$ cat src/wl512_pkg.sv
package wl512_pkg;

	localparam int WORD_W     = 32;
	localparam int IDX_W      = 4;
	localparam int POOL_DEPTH = 16;
	localparam int NUM_TAPS   = 4;

	typedef logic [WORD_W-1:0] word_t;
	typedef logic [IDX_W-1:0]  idx_t;

	typedef enum logic {
		OP_GEN  = 1'b0,
		OP_LOAD = 1'b1
	} op_t;

	localparam word_t TEMPER_MASK = 32'hDA44_2D24;

	// tap order: current word, far tap, near tap, previous word
	localparam int TAP_CUR  = 0;
	localparam int TAP_FAR  = 1;
	localparam int TAP_NEAR = 2;
	localparam int TAP_PREV = 3;

	localparam idx_t OFS_PREV = 4'd15;
	localparam idx_t TAP_OFS [NUM_TAPS] = '{4'd0, 4'd13, 4'd9, OFS_PREV};

	typedef struct packed {
		word_t cur;
		word_t far;
		word_t near;
		word_t prev;
	} tap_t;

	typedef struct packed {
		word_t first_word;
		word_t second_word;
	} mix_out_t;

endpackage

$ cat src/wl512_mix.sv
module wl512_mix import wl512_pkg::*; (
	input  tap_t     taps,
	output mix_out_t res
);

	word_t b;
	word_t c;
	word_t n1;
	word_t d;

	always_comb begin
		b  = taps.cur ^ taps.far ^ (taps.cur << 16) ^ (taps.far << 15);
		c  = taps.near ^ (taps.near >> 11);
		n1 = b ^ c;
		// tempering term uses the freshly written word
		d  = n1 ^ ((n1 << 5) & TEMPER_MASK);
		res.first_word  = n1;
		res.second_word = taps.prev ^ b ^ d ^ (taps.prev << 2) ^ (b << 18) ^ (c << 28);
	end

endmodule

$ cat src/well512_random_generator.sv
// channel  | direction | handshake             | payload
// cmd      | in        | cmd_valid / cmd_stall | op, word_index, seed_word
// rnd      | out       | rnd_valid / rnd_stall | random_word
//
// one beat per cycle while cmd_stall is low; a generate result goes through stage 1 and
// the result register before it shows on rnd. a load that finds an unwritten-back word
// at another index stalls cmd while the pool memory's single write port writes it back.
// after reset the pool reads as zero through per-entry valid bits; no clearing pass.
// rnd_stall holds the result register; cmd_stall rises only when that register is full
// and stalled with stage 1 full, or while such a load sits in stage 1.
module well512_random_generator import wl512_pkg::*; (
	input  logic  clk,
	input  logic  arst_n,
	input  logic  cmd_valid,
	output logic  cmd_stall,
	input  logic  op,
	input  idx_t  word_index,
	input  word_t seed_word,
	output logic  rnd_valid,
	input  logic  rnd_stall,
	output word_t random_word
);

	word_t mem_a [POOL_DEPTH];
	word_t mem_b [POOL_DEPTH];
	logic [POOL_DEPTH-1:0] wr_done_q;

	idx_t ptr_q;
	idx_t raddr [NUM_TAPS];

	logic  vld_s1;
	logic  op_s1;
	idx_t  p_s1;
	idx_t  widx_s1;
	word_t seed_s1;
	word_t rd_s1 [NUM_TAPS];
	logic  [NUM_TAPS-1:0] ok_s1;
	logic  [NUM_TAPS-1:0] fwd_s1;
	word_t fwd_data_s1;

	logic  pend_vld_q;
	idx_t  pend_idx_q;
	word_t pend_q;
	logic  flush_q;

	logic  rnd_valid_q;
	word_t random_word_q;

	logic  accept;
	logic  is_load_s1;
	logic  out_free;
	logic  s1_go;
	logic  load_flush;
	logic  we;
	idx_t  waddr;
	word_t wdata;
	word_t tap_w [NUM_TAPS];
	tap_t  taps;
	mix_out_t mix;

	assign is_load_s1 = (op_s1 == OP_LOAD);
	assign out_free   = !rnd_valid_q || !rnd_stall;
	assign s1_go      = vld_s1 && (is_load_s1 || out_free);
	// a load leaves a live pending word elsewhere: write it back next cycle
	assign load_flush = vld_s1 && is_load_s1 && pend_vld_q && (pend_idx_q != widx_s1);
	assign cmd_stall  = (vld_s1 && !s1_go) || load_flush;
	assign accept     = cmd_valid && !cmd_stall;

	assign rnd_valid   = rnd_valid_q;
	assign random_word = random_word_q;

	always_comb begin
		for (int i = 0; i < NUM_TAPS; i++) begin
			raddr[i] = ptr_q + TAP_OFS[i];
		end
	end

	// single write port, shared by write-back, load and generate
	always_comb begin
		we    = 1'b0;
		waddr = pend_idx_q;
		wdata = pend_q;
		if (flush_q) begin
			we = 1'b1;
		end else if (s1_go) begin
			we = 1'b1;
			if (is_load_s1) begin
				waddr = widx_s1;
				wdata = seed_s1;
			end else begin
				waddr = p_s1;
				wdata = mix.first_word;
			end
		end
	end

	always_ff @(posedge clk) begin
		if (we) begin
			mem_a[waddr] <= wdata;
			mem_b[waddr] <= wdata;
		end
		if (accept) begin
			rd_s1[TAP_CUR]  <= mem_a[raddr[TAP_CUR]];
			rd_s1[TAP_FAR]  <= mem_a[raddr[TAP_FAR]];
			rd_s1[TAP_NEAR] <= mem_b[raddr[TAP_NEAR]];
			rd_s1[TAP_PREV] <= mem_b[raddr[TAP_PREV]];
		end
	end

	always_ff @(posedge clk or negedge arst_n) begin
		if (!arst_n) begin
			wr_done_q <= '0;
		end else if (we) begin
			wr_done_q[waddr] <= 1'b1;
		end
	end

	always_ff @(posedge clk) begin
		if (accept) begin
			op_s1       <= op;
			p_s1        <= ptr_q;
			widx_s1     <= word_index;
			seed_s1     <= seed_word;
			fwd_data_s1 <= wdata;
			for (int i = 0; i < NUM_TAPS; i++) begin
				ok_s1[i]  <= wr_done_q[raddr[i]];
				fwd_s1[i] <= we && (waddr == raddr[i]);
			end
		end
	end

	always_ff @(posedge clk or negedge arst_n) begin
		if (!arst_n) begin
			vld_s1 <= 1'b0;
			ptr_q  <= '0;
		end else begin
			if (accept) begin
				vld_s1 <= 1'b1;
				ptr_q  <= (op == OP_LOAD) ? '0 : ptr_q + OFS_PREV;
			end else if (s1_go) begin
				vld_s1 <= 1'b0;
			end
		end
	end

	// newest value wins: pending word, then the write seen at read time, then memory; unwritten entries read as zero
	always_comb begin
		idx_t a;
		for (int i = 0; i < NUM_TAPS; i++) begin
			a = p_s1 + TAP_OFS[i];
			if (pend_vld_q && (pend_idx_q == a)) begin
				tap_w[i] = pend_q;
			end else if (fwd_s1[i]) begin
				tap_w[i] = fwd_data_s1;
			end else if (ok_s1[i]) begin
				tap_w[i] = rd_s1[i];
			end else begin
				tap_w[i] = '0;
			end
		end
		taps.cur  = tap_w[TAP_CUR];
		taps.far  = tap_w[TAP_FAR];
		taps.near = tap_w[TAP_NEAR];
		taps.prev = tap_w[TAP_PREV];
	end

	wl512_mix u_mix (
		.taps (taps),
		.res  (mix)
	);

	// second word of a step stays in a register; the next step overwrites its entry
	always_ff @(posedge clk or negedge arst_n) begin
		if (!arst_n) begin
			pend_vld_q <= 1'b0;
			pend_idx_q <= '0;
			flush_q    <= 1'b0;
		end else begin
			flush_q <= load_flush;
			if (flush_q) begin
				pend_vld_q <= 1'b0;
			end else if (s1_go && !is_load_s1) begin
				pend_vld_q <= 1'b1;
				pend_idx_q <= p_s1 + OFS_PREV;
			end else if (s1_go && is_load_s1 && (pend_idx_q == widx_s1)) begin
				pend_vld_q <= 1'b0;
			end
		end
	end

	always_ff @(posedge clk) begin
		if (s1_go && !is_load_s1) begin
			pend_q        <= mix.second_word;
			random_word_q <= mix.second_word;
		end
	end

	always_ff @(posedge clk or negedge arst_n) begin
		if (!arst_n) begin
			rnd_valid_q <= 1'b0;
		end else if (s1_go && !is_load_s1) begin
			rnd_valid_q <= 1'b1;
		end else if (!rnd_stall) begin
			rnd_valid_q <= 1'b0;
		end
	end

endmodule

$ cat config.mk
export PLATFORM = sky130hd
export DESIGN_NAME = well512_random_generator
export DESIGN_NICKNAME = d
export VERILOG_FILES = /design/src/wl512_pkg.sv /design/src/wl512_mix.sv /design/src/well512_random_generator.sv
export SDC_FILE = /design/constraint.sdc
export NUM_CORES = 2
export LEC_CHECK = 0
export BUFFER_PORTS_ARGS = -buffer_cell sky130_fd_sc_hd__buf_4
export CORE_MARGIN = 10
export CORE_UTILIZATION = 60
export CTS_CLUSTER_DIAMETER = 60
export DETAILED_ROUTE_END_ITERATION = 12
export PLACE_DENSITY = 0.77
export RECOVER_POWER = 100
export SLEW_MARGIN = 20
export SYNTH_ARGS = -nofsm -noshare
export SYNTH_HDL_FRONTEND = slang
export SYNTH_HIERARCHICAL = 1
export SYNTH_SLANG_ARGS = --single-unit
$ cat constraint.sdc
create_clock -name clk -period 10.79 [get_ports clk]
set_clock_uncertainty 0.05 [all_clocks]
set_input_delay 1.079 -clock clk [delete_from_list [all_inputs] [get_ports clk]]
set_output_delay 1.079 -clock clk [all_outputs]
set_load 0.01 [all_outputs]
==> results.txt <==
- Setup violations remaining at the end of the flow were counted as 0.
* Number of cells produced by synthesis: between 2,000 and 3,000
- The initial antenna violation count came to 2.
- Entering global routing, the biggest net connects 73 pins.
- Worst setup path class: register to register
- The number of clock buffers added by TritonCTS is 86.
- Number of vias in the routed layout: roughly 28,000
- Clock tree synthesis found a total of 781 sinks.
- After synthesis, the mean cell area works out to 16.3 um2.
- Setup Buffers After CTS: 0
* Drt first-iter violations: 4,886
- Share of final-layout standard cells stronger than drive strength 1: ~27%
- Once the floorplan was initialized, standard cells occupied around three fifths of the core.
- Max-Cap Viols: 23
* Worst-Margin Slew: 4230 ps
- Most used standard cells in the synthesized netlist: sky130_fd_sc_hd__edfxtp_1 (753), sky130_fd_sc_hd__mux4_2 (396), sky130_fd_sc_hd__xnor2_1 (162)
- The first detailed-routing pass ran for 6 iterations.
- On the final layout, the worst hold slack is 483 ps.
- In this run the clock root is driven by a sky130_fd_sc_hd__clkbuf_16.
- Number of enable flip-flop cells after synthesis: 753
- After the last flow step, the layout net total stands at 2,661.
- For this run, the leading register cell type out of synthesis is sky130_fd_sc_hd__edfxtp_1.
- In the post-synthesis netlist, the cell with the most instances is sky130_fd_sc_hd__edfxtp_1.
- Fill cell count: 4,771
* Vias/cell: 7.77
* Clock transition at path regs: about 50 ps
* Synthesized cell area: 0.0425 mm2
- RSZ-0062 raised after global routing: no
- Top-level port count: 75
- The first global-routing pass estimated around 190 mm of wire.
- Yosys printed 6 warnings.
* Post-route fraction of the period consumed by the critical path: 74.6%
- Final global-route overflow total: 0
* Static Leakage: 15.0 nW
* Main combinational cell family by area after synthesis: multiplexers
- Synthesis inferred 781 register bits.
- Sort of element at the start of the critical path: register
- Run status: finished, violations left
* Cells taking the most area after synthesis: sky130_fd_sc_hd__edfxtp_1 (53%), sky130_fd_sc_hd__mux4_2 (21%), sky130_fd_sc_hd__xnor2_1 (3.3%)
- Share of flip-flops with an asynchronous set or reset: 3.59%
- The smallest clock period supported by the final layout is computed as 8050 ps.
- Via count of the first global-routing pass: between 20,000 and 30,000
* Synthesis-to-finish area growth: 9.81%
* Mux contribution to synthesized area: 27.0%
- For the worst-skew pair, the clock arrives at the later sink with an insertion delay of 660 ps.
* Placer congestion estimate: 0.955
- Detailed Route WL: 135 mm
* Share of synthesized cell area in and, or, nand and nor gates: under 10%
- Complex-gate fraction of the synthesized area: 7.88%
- Worst EP required: 10,890 ps
- Of the total synthesized cell area, the portion taken by full adders, half adders and majority gates is 0.118%.
* Accumulated negative setup slack: 0 ps
- Buffer levels on the longest clock path: 3
- Cell Pwr Density: 404 mW/mm2
- TritonCTS built the clock tree.
* CTS Hold Buffers Added: 0
- The floorplan step set the die height to 286 um.
- The detail route stage leaves a number of antenna-violating nets equal to 0.
- Summing all placed instances gives a cell area of ~0.044 mm2.
- Post-route design area: around 0.047 mm2
* Die outline width: 286 um
* Area of the multi-input gates: roughly 0.018 mm2
- In this run the worst hold path is classified as register to register.
- Pre-CTS setup slack: 5740 ps
- Synth Area in XOR/XNOR: 5.17%
- At the worst endpoint, the arrival time is 8150 ps.
* GRT Total Usage: 32.7%
- Peak ir drop on the vdd network: 0.260 mV
* Die outline area: between 0.08 and 0.09 mm2
- The checks that failed: capacitance limit, slew limit.
- Port Buf Inserts: 74
* Placeable core region: 0.0701 mm2
- WL per Instance: 37.1 um
- The floorplan has between 90 and 100 rows.
* Max-slew violation total from the final report: between 700 and 800
- Seq. cell area: 0.0233 mm2
- Highest Clock Rate: approximately 0.12 GHz
- Sequential fraction of the synthesis area: 54.8%
- Number of hold violations in the final report: 0
- In this run the number of H-tree levels came out at 3.
- STA classifies the critical path endpoint as a register.
- Most area-hungry cell type in the Yosys netlist: sky130_fd_sc_hd__edfxtp_1
- Largest fanout of any net on the critical path: 44
- Final HPWL DP: roughly 78 mm
- Worst rel slew slack: -182%
* Synth top area share: 53.2%
- When the netlist entered floorplanning its net count stood at 2,647.
- Post-CTS repair changed the size of 0 cells.
* Post-synth cell types: 61
* Minimum setup slack in the final design: approximately 2700 ps
* Remaining design rule violation count: 0
## through the flow
step / instances / utilization [%] / power [mW]
6_report: 3628 / 66.6 / 18.9
5_1_grt: 3627 / 66.6 / 19.4
4_1_cts: 3627 / 67.0 / 18.6
3_5_place_dp: 3468 / 62.9 / 15.5
3_3_place_gp: 3467 / 62.8 / 15.2
2_1_floorplan: 2602 / - / 12.5
## final timing paths
kind / start / endpoint / slack [ps] / cells past startpoint
worst max-delay path: is_load_s1 / mem_b[14][27] / 2740 / 7
worst min-delay path: wr_done_q[6] / wr_done_q[6] / 480 / 1
worst max register to register: is_load_s1 / mem_b[14][27] / 2740 / 7
worst min register to register: wr_done_q[6] / wr_done_q[6] / 480 / 1
max in group asynchronous: arst_n / ptr_q[3] / 8820 / 1
min in group asynchronous: arst_n / wr_done_q[2] / 760 / 1
## layer usage
layer	vias to the layer above	global-route usage, %	share of wire [%]
li1	10900	-	-
met1	14200	41.2	33
met2	2447	49.8	45
met3	635	9.92	14
met4	4	19.6	7.6
met5	-	0	0.019
## cell usage in the layout (no fill, tap or decap), drive strengths merged, types with 3 or more instances in the layout
cell type	instances
a221o	32
bufinv	13
clkbuf	198
mux2	104
ha	4
mux2i	136
inv	19
nor4	5
xnor3	13
or2	6
buf	50
dfrtp	28
o221ai	33
a22o	62
o21ai	77
xor2	49
a21oi	143
nor2	118
nor2b	8
nor3	11
nor3b	34
o22ai	33
nand2b	9
nand3	5
o21bai	10
clkinv	29
or3	3
nand2	21
a22oi	95
xnor2	165
edfxtp	753
nand4	4
mux4	396
## where the power goes
group          switching, mW  internal (mW)  leakage [nW]
sequential             0.669           5.06          7.28
clock                   1.23           1.83          1.42
combinational           5.70           4.40          6.25
## area by class of cell
class,count,share of cell area [%]
multi-input cells,1595,39.4
inverters,11,0.104
clock inverters,52,1.32
well taps,940,2.52
flip-flops and latches,781,49.9
diodes,1,0.00536
repair buffers,141,1.86
clock buffers,107,4.91
## worst max-delay path, stage by stage (launching register included)
cell and delay [ps]:
sky130_fd_sc_hd__edfxtp_1 320, sky130_fd_sc_hd__clkbuf_1 2490, sky130_fd_sc_hd__mux2i_1 810, sky130_fd_sc_hd__nor4_1 410, sky130_fd_sc_hd__o21ai_0 150, sky130_fd_sc_hd__clkbuf_1 270
sky130_fd_sc_hd__nor3_1 250, sky130_fd_sc_hd__clkbuf_1 2740
## registers in the layout, indices dropped and copies added (netlist names)
name / flops
mem_b: 512
rd_s1: 128
fwd_data_s1: 32
random_word: 32
seed_s1: 32
wr_done_q: 16
fwd_s1: 4
ok_s1: 4
p_s1: 4
pend_idx_q: 4
ptr_q: 4
widx_s1: 4
flush_q: 1
is_load_s1: 1
pend_vld_q: 1
rnd_valid: 1
vld_s1: 1
## cell families after synthesis
group / Yosys count
buffers and inverters: 226
and+or+nand+nor: 233
xor gates and xnor gates: 227
adders and majority gates: 4
DFF: 781
muxes: 636
AOI/OAI and AO/OA: 495
(Power assumes the default switching activity.)
